File: config.mk
export PLATFORM = sky130hd
export DESIGN_NAME = charlieplex_matrix_scanner_unit
export DESIGN_NICKNAME = d
export VERILOG_FILES = /design/src/hdl/cmscan_pkg.sv /design/src/hdl/charlieplex_matrix_scanner_unit.sv
export SDC_FILE = /design/constraint.sdc
export NUM_CORES = 1
export LEC_CHECK = 0
export ABC_CLOCK_PERIOD_IN_PS = 4600
export BUFFER_PORTS_ARGS = -buffer_cell sky130_fd_sc_hd__buf_2
export CAP_MARGIN = 25
export CORE_ASPECT_RATIO = 0.5
export CORE_UTILIZATION = 61
export CTS_CLUSTER_DIAMETER = 40
export DETAILED_ROUTE_END_ITERATION = 8
export HOLD_SLACK_MARGIN = 0.1
export PLACE_DENSITY_LB_ADDON = 0.25
export SYNTH_ARGS = -nofsm -noshare
export SYNTH_HDL_FRONTEND = slang
export SYNTH_SLANG_ARGS = --single-unit
export TNS_END_PERCENT = 1
File: constraint.sdc
create_clock -name clk_i -period 4.6 [get_ports clk_i]
set_input_delay 0.23 -clock clk_i [delete_from_list [all_inputs] [get_ports clk_i]]
set_output_delay 0.23 -clock clk_i [all_outputs]
set_load 0.05 [all_outputs]
File: src/hdl/cmscan_pkg.sv
// ----------------------------------------------------------------------------
// cmscan_pkg
// Shared constants and the pin pair table of the charlieplexed matrix scanner.
// ----------------------------------------------------------------------------
package cmscan_pkg;

  localparam int PinCount    = 11;
  localparam int PairGroups  = 10;
  localparam int LedCountDef = 104;
  localparam int LedCountMax = PairGroups * (PairGroups + 1);
  localparam int PinIdxW     = 4;
  localparam int LedIdxW     = 7;

  typedef enum logic {
    OP_SCAN  = 1'b0,
    OP_WRITE = 1'b1
  } opcode_e;

  // entry: [7:4] high pin, [3:0] low pin
  typedef logic [LedCountMax-1:0][2*PinIdxW-1:0] pair_tab_t;

  function automatic pair_tab_t build_pairs();
    pair_tab_t t;
    int n;
    t = '0;
    n = 0;
    for (int k = 1; k <= PairGroups; k++) begin
      for (int j = 0; j < k; j++) begin
        t[n]     = {PinIdxW'(j), PinIdxW'(k)};
        t[n + 1] = {PinIdxW'(k), PinIdxW'(j)};
        n += 2;
      end
    end
    return t;
  endfunction

  localparam pair_tab_t PairTable = build_pairs();

endpackage

File: src/hdl/charlieplex_matrix_scanner_unit.sv
// ----------------------------------------------------------------------------
// charlieplex_matrix_scanner_unit
// Frame store and scan sequencer for a charlieplexed LED matrix on 11 pins.
// ----------------------------------------------------------------------------
// channel  | direction | tuser  | tdata (lowest bit up)
// s_axis   | in        | opcode | byte_index[3:0], byte_value[11:4], zero
// m_axis   | out       | -      | pin_enable[10:0], pin_high[21:11],
//          |           |        | led_index[28:22], lit[29], zero
//
// One item per cycle while m_axis is not stalled; a scan tick's result appears in the
// cycle after acceptance, held in the single result register after the table lookup.
// Writes give no result. Reset clears the frame store and the scan position.
// While the result register is full and m_axis_tready_i is low, input stalls.
// ----------------------------------------------------------------------------
module charlieplex_matrix_scanner_unit
  import cmscan_pkg::*;
#(
  parameter int LED_COUNT = LedCountDef
) (
  input  logic        clk_i,
  input  logic        rst_ni,
  input  logic        s_axis_tvalid_i,
  output logic        s_axis_tready_o,
  input  logic [15:0] s_axis_tdata_i,  // byte_index, byte_value, zero
  input  logic        s_axis_tuser_i,  // opcode
  output logic        m_axis_tvalid_o,
  input  logic        m_axis_tready_i,
  output logic [31:0] m_axis_tdata_o   // pin_enable, pin_high, led_index, lit, zero
);

  localparam int StoreBytes = (LED_COUNT + 7) / 8;
  localparam int ByteIdxW   = (StoreBytes > 1) ? $clog2(StoreBytes) : 1;

  logic [7:0]          frame_q [StoreBytes];
  logic [LedIdxW-1:0]  scan_q, scan_d;
  logic                valid_q;
  logic [PinCount-1:0] enable_q, enable_d;
  logic [PinCount-1:0] high_q, high_d;
  logic [LedIdxW-1:0]  index_q;
  logic                lit_q, lit_d;

  logic                accept;
  opcode_e             opcode;
  logic [3:0]          byte_index;
  logic [7:0]          byte_value;
  logic [ByteIdxW-1:0] rd_sel;
  logic [PinIdxW-1:0]  hi_pin, lo_pin;

  assign opcode     = opcode_e'(s_axis_tuser_i);
  assign byte_index = s_axis_tdata_i[3:0];
  assign byte_value = s_axis_tdata_i[11:4];

  assign s_axis_tready_o = !valid_q || m_axis_tready_i;
  assign accept          = s_axis_tvalid_i && s_axis_tready_o;

  assign rd_sel = ByteIdxW'(scan_q >> 3);
  assign {hi_pin, lo_pin} = PairTable[scan_q];

  always_comb begin
    lit_d    = frame_q[rd_sel][scan_q[2:0]];
    enable_d = '0;
    high_d   = '0;
    if (lit_d) begin
      enable_d = (PinCount'(1) << hi_pin) | (PinCount'(1) << lo_pin);
      high_d   = PinCount'(1) << hi_pin;
    end
    if (32'(scan_q) + 32'd1 >= 32'(LED_COUNT)) begin
      scan_d = '0;
    end else begin
      scan_d = scan_q + LedIdxW'(1);
    end
  end

  always_ff @(posedge clk_i or negedge rst_ni) begin
    if (!rst_ni) begin
      for (int n = 0; n < StoreBytes; n++) begin
        frame_q[n] <= '0;
      end
      scan_q  <= '0;
      valid_q <= 1'b0;
    end else begin
      if (accept && opcode == OP_SCAN) begin
        valid_q <= 1'b1;
      end else if (m_axis_tready_i) begin
        valid_q <= 1'b0;
      end
      if (accept) begin
        case (opcode)
          OP_WRITE: begin
            if (32'(byte_index) < 32'(StoreBytes)) begin
              frame_q[ByteIdxW'(byte_index)] <= byte_value;
            end
          end
          OP_SCAN: begin
            scan_q <= scan_d;
          end
          default: begin
          end
        endcase
      end
    end
  end

  always_ff @(posedge clk_i) begin
    if (accept && opcode == OP_SCAN) begin
      enable_q <= enable_d;
      high_q   <= high_d;
      index_q  <= scan_q;
      lit_q    <= lit_d;
    end
  end

  assign m_axis_tvalid_o = valid_q;
  assign m_axis_tdata_o  = {2'b00, lit_q, index_q, high_q, enable_q};

  a_dark_pins: assert property (@(posedge clk_i) disable iff (!rst_ni)
    (valid_q && !lit_q) |-> (enable_q == '0 && high_q == '0))
    else $error("dark LED drives pins");

  a_lit_pins: assert property (@(posedge clk_i) disable iff (!rst_ni)
    (valid_q && lit_q) |-> ($countones(enable_q) == 2 && $onehot(high_q)
                            && (high_q & ~enable_q) == '0))
    else $error("lit LED pin masks malformed");

  a_index_range: assert property (@(posedge clk_i) disable iff (!rst_ni)
    32'(scan_q) < 32'(LED_COUNT))
    else $error("scan position out of range");

  a_tick_result: assert property (@(posedge clk_i) disable iff (!rst_ni)
    (accept && opcode == OP_SCAN) |=> valid_q)
    else $error("scan tick lost its result");

endmodule

==> impl_metrics.yaml, run 1 <==
outcome:
  status: "completed"
synthesis:
  synth_top_area_share: 0.347
  synth-edff-count: 30
  post_synth_inst_count: 720
  avgSynthCellArea_sq_um: 11.2
  ys_seq_elements: 142
  yosys_warnings: 0
  ys.flop_type: "dfrtp_1"
  yosysTopAreaCell: "dfrtp_1"
  synth.area.top_cells: "dfrtp_1 (35%), mux2_2 (15%), edfxtp_1 (11%)"
  netlist-cell-type-count: 70
  async_reset_ff_frac: 0.789
  ys_seq_area_frac: 0.459
  syn_area_sq_um: 8080
setup_path:
  crit_path_end_kind: "register"
  crit_path_max_incr_delay_ps: 790
  cp-startpoint: "scan_q[0]$_DFFE_PN0P_"
  start_kind: "register"
  arrival_ps: 3720
  path_max_fanout: 19
  r2r_start: "scan_q[0]$_DFFE_PN0P_"
  required_ps: 4790
  cp_slowest_cell: "dfrtp_1"
  crit_type: "reg2reg"
  crit_chain: "inv_1, ha_1, nor2b_1, o311ai_0, o21ai_0, a211oi_1, nor2_1, and3_1, o21a_1"
cells_and_area:
  area.growth.synth_to_final_pct: 10.5
  post-route-util: 0.699
  layout-drive-gt1-share: 0.290
  final_common_cell: "dfrtp_1"
  antenna_cells: 0
  layout_common_cells: "dfrtp_1 (110), mux2_2 (107), nand2_1 (50)"
  layout.nets: 771
sta:
  fmax_mhz: 283
  max_slew_margin: 0.409
  setup_viol_count_final: 0
  fin_skew_ps: 10.9
  finalCritPeriodShare: 0.768
  rsz0062_at_grt: "false"
  hold_violations: 0
  fin_tns_setup_ps: 0
  finalCriticalPeriod_ps: 3530
  worstMarginPinSlew_ps: 887
  maxSlewViolCount: 0
global_routing:
  overflow: 0
  antenna_found_initial: 0
  grt_util_all_layers: 0.302
  grt_max_degree: 77
  grt_pass1_vias: 5840
  grt_first_pass_wirelength_microns: 31400
placed_design:
  gp_congestion: 0.909
  hpwl_microns: 12600
  port_buffers: 48
clock_tree:
  cts_buffers: 17
  cts_htree_levels: 4
  clkLatencyLatePin_ps: 430
  cts-root-buf: "clkbuf_16"
  clk_pin_slew_worst_paths_ps: 70
  cts.sinks: 142
  clk_path_buf_depth: 2
  cts_resized: 0
  cts_tree: "yes"
detailed_routing:
  vias: 6108
  routedWlPerCell_microns: 21.3
  finalWirelength_microns: 19700
  drt_first_iter_violations: 790
  drt-pass1-iter-count: 5
  routed_via_density: 6.60
  drc: 0
  ant_nets: 0
die:
  start_util: 0.632
  rows: 29
  ios: 55
  die_width_microns: 165
  coreArea_sq_um: 12800
  die_h_microns: 83.4
  die-area_sq_um: 13700
power_and_ir_drop:
  powerDensity_nw_per_um2: 478
  irDropWorstVdd_v: 0.000249
  p_leak_nw: 3.73
worst_hold_path:
  hp-start: "m_axis_tready_i"
  hold_class: "in2reg"
job:
  timing.max_cap.violations: 0
critical path, delay by kind of cell (launching register included):
kind,cells,cell delay (ps)
buffers and inverters,1,410
AND/OR/NAND/NOR,3,600
AO/OA/AOI/OAI,4,1050
adder cells (fa/ha/maj),1,450
flip-flops,1,790
report_power, final:
part | switching (W) | total, W | leakage [nW] | internal (W)
Sequential | 0.000166 | 0.00167 | 1.73 | 0.00150
Clock | 0.000584 | 0.00129 | 0.259 | 0.000702
Combinational | 0.000771 | 0.00131 | 1.74 | 0.000538
Total | 0.00152 | 0.00427 | 3.73 | 0.00274
state kept, by name, indices dropped and copies added (netlist names):
| register | count |
|---|---|
| high_q | 11 |
| enable_q | 11 |
| index_q | 7 |
| frame_q | 104 |
| scan_q | 7 |
| m_axis_tvalid_o | 1 |
| lit_q | 1 |
final timing paths:
path | endpoint | cells past startpoint | slack [ps]
setup / recovery | enable_q[10]$_SDFFCE_PN0P_ | 9 | 1070
hold reg to reg | frame_q[32]$_DFFE_PN0P_ | 1 | 500
min in group asynchronous | frame_q[16]$_DFFE_PN0P_ | 2 | 440
setup reg to reg | enable_q[10]$_SDFFCE_PN0P_ | 9 | 1070
max in group asynchronous | frame_q[83]$_DFFE_PN0P_ | 3 | 3000
hold / removal | m_axis_tvalid_o$_DFFE_PN0P_ | 3 | 110
Yosys cell counts, drive strengths merged, types with 10 or more instances:
cell and number:
nand2 50, and2 15, nor2b 23, mux2i 18, buf 24, dfrtp 112, nand2b 14, nor3 10
mux4 18, o21ai 34, nor2 39, edfxtp 30, a21oi 28, mux2 107, clkbuf 33, nand3 13
inv 11
final cells by class:
| type | count | area, sq um |
|---|---|---|
| clock buffer | 19 | 433 |
| tap | 170 | 213 |
| multi-input combinational | 510 | 4060 |
| clock inverter | 13 | 108 |
| sequential | 142 | 3710 |
| timing repair buffer | 59 | 360 |
| inverter | 12 | 47.5 |
| fill | 914 | 3850 |
cell families (layout without fill, tap and decap cells):
kind of cell    after synthesis  in the layout  synth area share
mux                         143            143             0.223
xor+xnor                      4              4           0.00434
buf+inv                      69            103            0.0398
fa+ha+maj                     8              8            0.0124
other cells                   1              2          0.000464
simple gates                188            188             0.117
compound gates              165            165             0.145
flops                       142            142             0.459
metrics by stage:
step	instance area [sq um]	power (W)	instances	setup slack, ps	hold WS (ps)
2_1_floorplan	8080	0.00264	721	1840	-65.6
3_3_place_gp	8350	0.00291	891	1180	374
3_5_place_dp	8370	0.00295	892	1180	386
4_1_cts	8920	0.00424	925	1170	111
5_1_grt	8920	0.00444	925	896	146
6_report	8920	0.00427	925	1070	114
what timing repair did:
| item | in CTS | in global routing |
|---|---|---|
| buffers inserted | 0 | 0 |
| hold buffers | 1 | 0 |
| hold endpoints to repair | 64 | 0 |
layer usage:
metal | vias up | part of all wire | GRT usage
met4 | 0 | 0.024 | 0.129
met5 | - | 0 | 0
met2 | 313 | 0.45 | 0.452
met1 | 2990 | 0.43 | 0.423
li1 | 2753 | - | -
met3 | 52 | 0.091 | 0.0694
Note: power is estimated with default switching activity, not from simulation.
==> inputs of run 2 (changes only) <==
ABC_CLOCK_PERIOD_IN_PS = 3600   (was 4600)
clock period = 3.6 ns   (was 4.6 ns; I/O delays follow)
==> run 2 against run 1 <==
Effect of this change:
- register-to-register slack got worse by 670 ps
- critical path depth unchanged
- maximum frequency grew 10%
- total power grew 33%
- flip-flop and latch count unchanged
- sequential power rose by 25%
- clock-buffer cell count is the same
- cell area is 1.9% higher
- worst hold slack better by 12 ps
- final cell count increased by 1.3%
- clock power increased by 41%
- wire length rose by 4.1%
- critical endpoint is now scan_q[4]$_DFFE_PN0P_
==> impl_metrics.yaml, run 2 (synthesis results as in run 1) <==
detailed_routing:
  routedWlPerCell_microns: 21.9
  ant_nets: 0
  finalWirelength_microns: 20500
  drt_first_iter_violations: 809
  vias: 6248
  drt-pass1-iter-count: 6
  routed_via_density: 6.67
  drc: 0
setup_path:
  arrival_ps: 3490
  path_max_fanout: 15
  cp-startpoint: "scan_q[1]$_DFFE_PN0P_"
  r2r_start: "scan_q[1]$_DFFE_PN0P_"
  crit_chain: "ha_1, nand2_1, or3_1, xnor2_1, o31ai_1, buf_4, a31oi_1, o21ai_0, o41ai_1"
  required_ps: 3880
  start_kind: "register"
  endpoint: "scan_q[4]$_DFFE_PN0P_"
  crit_path_max_incr_delay_ps: 690
  crit_type: "reg2reg"
  ff2ff_path_depth: 9
  crit_family: "compound AO/OA/AOI/OAI gates"
  cp_slowest_cell: "dfrtp_1"
  timing.rr.end: "scan_q[4]$_DFFE_PN0P_"
  worst-path-stages: 9
  crit_path_end_kind: "register"
  cp_num_buf_inv: 1
  r2r_slack_ps: 390
outcome:
  status: "completed"
die:
  die_width_microns: 165
  rows: 29
  die_h_microns: 83.4
  die-area_sq_um: 13700
  coreArea_sq_um: 12800
  ios: 55
  start_util: 0.632
clock_tree:
  clk_path_buf_depth: 2
  cts-root-buf: "clkbuf_16"
  cts.sinks: 142
  clk_pin_slew_worst_paths_ps: 60
  cts_buffers: 17
  cts_tree: "yes"
  cts_setup_buffers: 0
  clkLatencyLatePin_ps: 430
  cts_htree_levels: 4
sta:
  setup_viol_count_final: 0
  timing.hold.ws_ps: 126
  finalCriticalPeriod_ps: 3210
  fin_tns_setup_ps: 0
  hold_violations: 0
  fin_skew_ps: 8.75
  max_slew_margin: 0.514
  worstMarginPinSlew_ps: 711
  rsz0062_at_grt: "false"
  maxSlewViolCount: 0
  finalCritPeriodShare: 0.891
  fmax_mhz: 312
global_routing:
  busiest_layer: "met2"
  antenna_found_initial: 0
  use_met2: 0.505
  met3_usage: 0.0699
  grt_pass1_vias: 6148
  grt_max_degree: 82
  grt_util_met1: 0.445
  grt_first_pass_wirelength_microns: 33300
  overflow: 0
  grt_util_all_layers: 0.322
cells_and_area:
  largest_reg_flops: 104
  top_regs: "frame_q (104), enable_q (11), high_q (11)"
  final_common_cell: "dfrtp_1"
  post-route-util: 0.712
  area.growth.synth_to_final_pct: 12.6
  antenna_cells: 0
  layout-drive-gt1-share: 0.302
  top_register: "frame_q"
  layout_common_cells: "dfrtp_1 (110), mux2_2 (107), nand2_1 (50)"
  layout.nets: 784
power_and_ir_drop:
  powerDensity_nw_per_um2: 622
  p_leak_nw: 3.84
  irDropWorstVdd_v: 0.000344
placed_design:
  gp_congestion: 0.912
  hpwl_microns: 13100
  port_buffers: 48
job:
  timing.max_cap.violations: 0
worst_hold_path:
  hold_class: "in2async"
-- run 2: where the power goes --
| group | internal (W) | leakage [nW] | switching [W] |
|---|---|---|---|
| Clock | 0.00109 | 0.303 | 0.000727 |
| Combinational | 0.000707 | 1.80 | 0.00105 |
| Sequential | 0.00192 | 1.73 | 0.000161 |
| Total | 0.00372 | 3.84 | 0.00194 |
-- run 2: metal layers --
layer  share of wire  up-vias
li1                -     2771
met1            0.42     3110
met2            0.48      318
met3           0.080       49
met4           0.023        0
met5               0        -
-- run 2: final cells by class --
class                           count  area [sq um]
Sequential cell                   142          3710
Clock buffer                       19           464
Clock inverter                     12           144
Inverter                           12          47.5
Fill cell                         890          3680
Timing Repair Buffer               72           460
Tap cell                          170           213
Multi-Input combinational cell    510          4060
-- run 2: timing repair --
item | CTS | global route
endpoints found under the hold margin | 81 | 0
setup endpoints to repair | 0 | 0
hold buffers | 2 | 0
gates resized for setup | 0 | 0
-- run 2: worst reg2reg max path: stages (launching register included) --
cell	delay [ps]
dfrtp_1	690
ha_1	590
nand2_1	170
or3_1	410
xnor2_1	160
o31ai_1	480
buf_4	260
a31oi_1	50
o21ai_0	160
o41ai_1	90
-- run 2: how the worst min path moves through the flow --
stage	from	to	slack (ps)	cells past startpoint
final	rst_ni	frame_q[7]$_DFFE_PN0P_	130	2
after global routing	rst_ni	frame_q[8]$_DFFE_PN0P_	130	2
after CTS	s_axis_tdata_i[8]	frame_q[60]$_DFFE_PN0P_	170	2
after detailed placement	rst_ni	frame_q[16]$_DFFE_PN0P_	430	1
after global placement	rst_ni	frame_q[8]$_DFFE_PN0P_	410	1
after floorplan	rst_ni	frame_q[0]$_DFFE_PN0P_	-120	0
-- run 2: through the flow --
| stage | setup WS, ps | total power, W | cells | instance area [sq um] |
|---|---|---|---|---|
| 6_report | 392 | 0.00566 | 937 | 9090 |
| 3_5_place_dp | 494 | 0.00381 | 903 | 8440 |
| 2_1_floorplan | 845 | 0.00337 | 721 | 8080 |
| 4_1_cts | 455 | 0.00563 | 936 | 9060 |
| 3_3_place_gp | 535 | 0.00374 | 903 | 8440 |
| 5_1_grt | 196 | 0.00591 | 937 | 9090 |
==> inputs of run 3 (changes only) <==
ABC_CLOCK_PERIOD_IN_PS = 2700   (was 3600)
CORE_UTILIZATION = 55   (was 61)
clock period = 2.7 ns   (was 3.6 ns; I/O delays follow)
==> run 3 against run 2 <==
Effect of this change:
- the flow now finishes with violations (negative setup slack)
- clock skew increased by 6.4 ps
- first-iteration DRC count decreased by 37%
- clock power increased by 32%
- critical endpoint is now high_q[3]$_SDFFCE_PN0P_
- critical path depth unchanged
- largest power group is now combinational cells
- flip-flop and latch count unchanged
==> impl_metrics.yaml, run 3 (synthesis results as in run 1) <==
outcome:
  status: "finished with violations"
  violations: "negative setup slack"
power_and_ir_drop:
  switching_share: 0.358
  power_switching_w: 0.00294
  pwr-share-comb: 0.374
  internal-power_w: 0.00528
  p_leak_nw: 4.22
  p_clk_frac: 0.292
  powerDensity_nw_per_um2: 834
  irDropWorstVdd_v: 0.000455
  sequentialPowerShare: 0.334
cells_and_area:
  top_register: "frame_q"
  top_regs: "frame_q (104), enable_q (11), high_q (11)"
  fillers: 964
  antenna_cells: 0
  final_area_sq_um: 9850
  layout-drive-gt1-share: 0.387
  layout.nets: 858
  largest_reg_flops: 104
  final_common_cell: "dfrtp_1"
  layout_common_cells: "dfrtp_1 (110), mux2_2 (107), buf_4 (84)"
  stdcell_count: 1034
  area.growth.synth_to_final_pct: 22.0
global_routing:
  grt_util_met1: 0.392
  met3_usage: 0.0525
  antenna_found_initial: 0
  grt_util_all_layers: 0.307
  grt_first_pass_wirelength_microns: 35100
  overflow: 0
  grt_pass1_vias: 6414
  busiest_layer: "met2"
  use_met2: 0.524
  grt_max_degree: 64
clock_tree:
  clk_path_buf_depth: 2
  cts.sinks: 142
  cts_buffers: 17
  clkLatencyLatePin_ps: 420
  cts_tree: "yes"
  cts-root-buf: "clkbuf_16"
  cts_htree_levels: 4
  clk_pin_slew_worst_paths_ps: 70
sta:
  finalCritPeriodShare: 1.02
  fmax_mhz: 363
  worstMarginPinSlew_ps: 579
  setup_viol_count_final: 21
  hold_violations: 0
  maxSlewViolCount: 0
  rsz0062_at_grt: "true"
  fin_skew_ps: 15.2
  finalCriticalPeriod_ps: 2750
  max_slew_margin: 0.613
  worst_slack_ps: -52.0
setup_path:
  crit_top_cell: "buf_6"
  r2r_slack_ps: -50
  arrival_ps: 2930
  cp_slowest_cell: "dfrtp_4"
  required_ps: 2880
  ff2ff_path_depth: 9
  r2r_start: "scan_q[3]$_DFFE_PN0P_"
  crit_type: "reg2reg"
  crit_path_max_incr_delay_ps: 490
  crit_path_end_kind: "register"
  path_max_fanout: 6
  timing.rr.end: "high_q[3]$_SDFFCE_PN0P_"
  crit_chain: "buf_6, buf_6, mux4_2, o22a_1, a311o_1, o32ai_4, buf_12, inv_6, and3_4"
  start_kind: "register"
detailed_routing:
  ant_nets: 0
  routedWlPerCell_microns: 21.7
  drc: 0
  vias: 6566
  routed_via_density: 6.35
  drt-pass1-iter-count: 6
  finalWirelength_microns: 22400
  drt_first_iter_violations: 513
worst_hold_path:
  min_path_cells: 2
  hp-start: "s_axis_tdata_i[8]"
  hold_path_end: "frame_q[100]$_DFFE_PN0P_"
  hold_class: "in2reg"
die:
  ios: 55
  start_util: 0.580
  rows: 30
  die_h_microns: 87.7
  die-area_sq_um: 15200
  die_width_microns: 173
  coreArea_sq_um: 13900
placed_design:
  placed_area_sq_um: 8970
  gp_congestion: 0.937
  dp_cells: 987
  port_buffers: 48
  hpwl_microns: 14800
job:
  timing.max_cap.violations: 0
==> run 3: worst max path at each step <==
stage                           from                   endpoint  slack (ps)  cells after the start
3_5_place_dp   scan_q[3]$_DFFE_PN0P_  enable_q[4]$_SDFFCE_PN0P_         -70                      8
4_1_cts        scan_q[3]$_DFFE_PN0P_    high_q[6]$_SDFFCE_PN0P_          -5                     11
5_1_grt        scan_q[3]$_DFFE_PN0P_    high_q[3]$_SDFFCE_PN0P_        -100                      9
6_report       scan_q[3]$_DFFE_PN0P_    high_q[3]$_SDFFCE_PN0P_         -50                      9
3_3_place_gp   scan_q[3]$_DFFE_PN0P_  enable_q[4]$_SDFFCE_PN0P_        -100                      8
2_1_floorplan  scan_q[0]$_DFFE_PN0P_  enable_q[8]$_SDFFCE_PN0P_          90                     11
==> run 3: final cells by class <==
class	instances	area, sq um	area share
multi-input cells	510	4140	0.420
flip-flops and latches	142	3710	0.376
repair buffers	146	1110	0.112
clock buffers	17	425	0.0432
well taps	192	240	0.0244
clock inverters	15	188	0.0190
inverters	12	50.0	0.00508
==> run 3: per-stage QoR <==
stage,TNS (ps),util,hold slack [ps],power (W),setup WS [ps]
2_1_floorplan,0,-,-161,0.00449,94.8
3_3_place_gp,-374,0.644,74.8,0.00545,-96.4
3_5_place_dp,-465,0.644,77.2,0.00551,-74.0
4_1_cts,-8.08,0.699,125,0.00810,-4.83
5_1_grt,-1770,0.708,144,0.00855,-97.5
6_report,-682,0.708,139,0.00821,-52.0
==> run 3: layer usage <==
layer / share of wire / routed length [microns]
met1: 0.42 / 9450
met2: 0.47 / 10600
met3: 0.076 / 1700
met4: 0.031 / 688
met5: 0 / 0
==> run 3: power groups by stage <==
| stage | Clock [W] | Sequential (W) | Combinational [W] |
|---|---|---|---|
| after floorplan | 0 | 0.00284 | 0.00165 |
| after global placement | 0 | 0.00276 | 0.00269 |
| after global routing | 0.00251 | 0.00279 | 0.00326 |
| final | 0.00240 | 0.00275 | 0.00307 |
| after detailed placement | 0 | 0.00279 | 0.00272 |
| after CTS | 0.00241 | 0.00274 | 0.00295 |
==> run 3: repair_timing <==
| item | 4_1_cts | 5_1_grt |
|---|---|---|
| gates resized for setup | 9 | 22 |
| hold endpoints to repair | 113 | 0 |
| hold buffers | 2 | 0 |
| setup endpoints to repair | 27 | 27 |
| pin swaps | 3 | 5 |
| buffers inserted | 10 | 2 |
| gates cloned | 0 | 1 |
==> run 3: critical path, delay by kind of cell, from the launching register on <==
| kind | cells | cell delay [ps] |
|---|---|---|
| compound gates | 3 | 970 |
| flops | 1 | 490 |
| buf+inv | 4 | 490 |
| mux | 1 | 420 |
| simple gates | 1 | 130 |
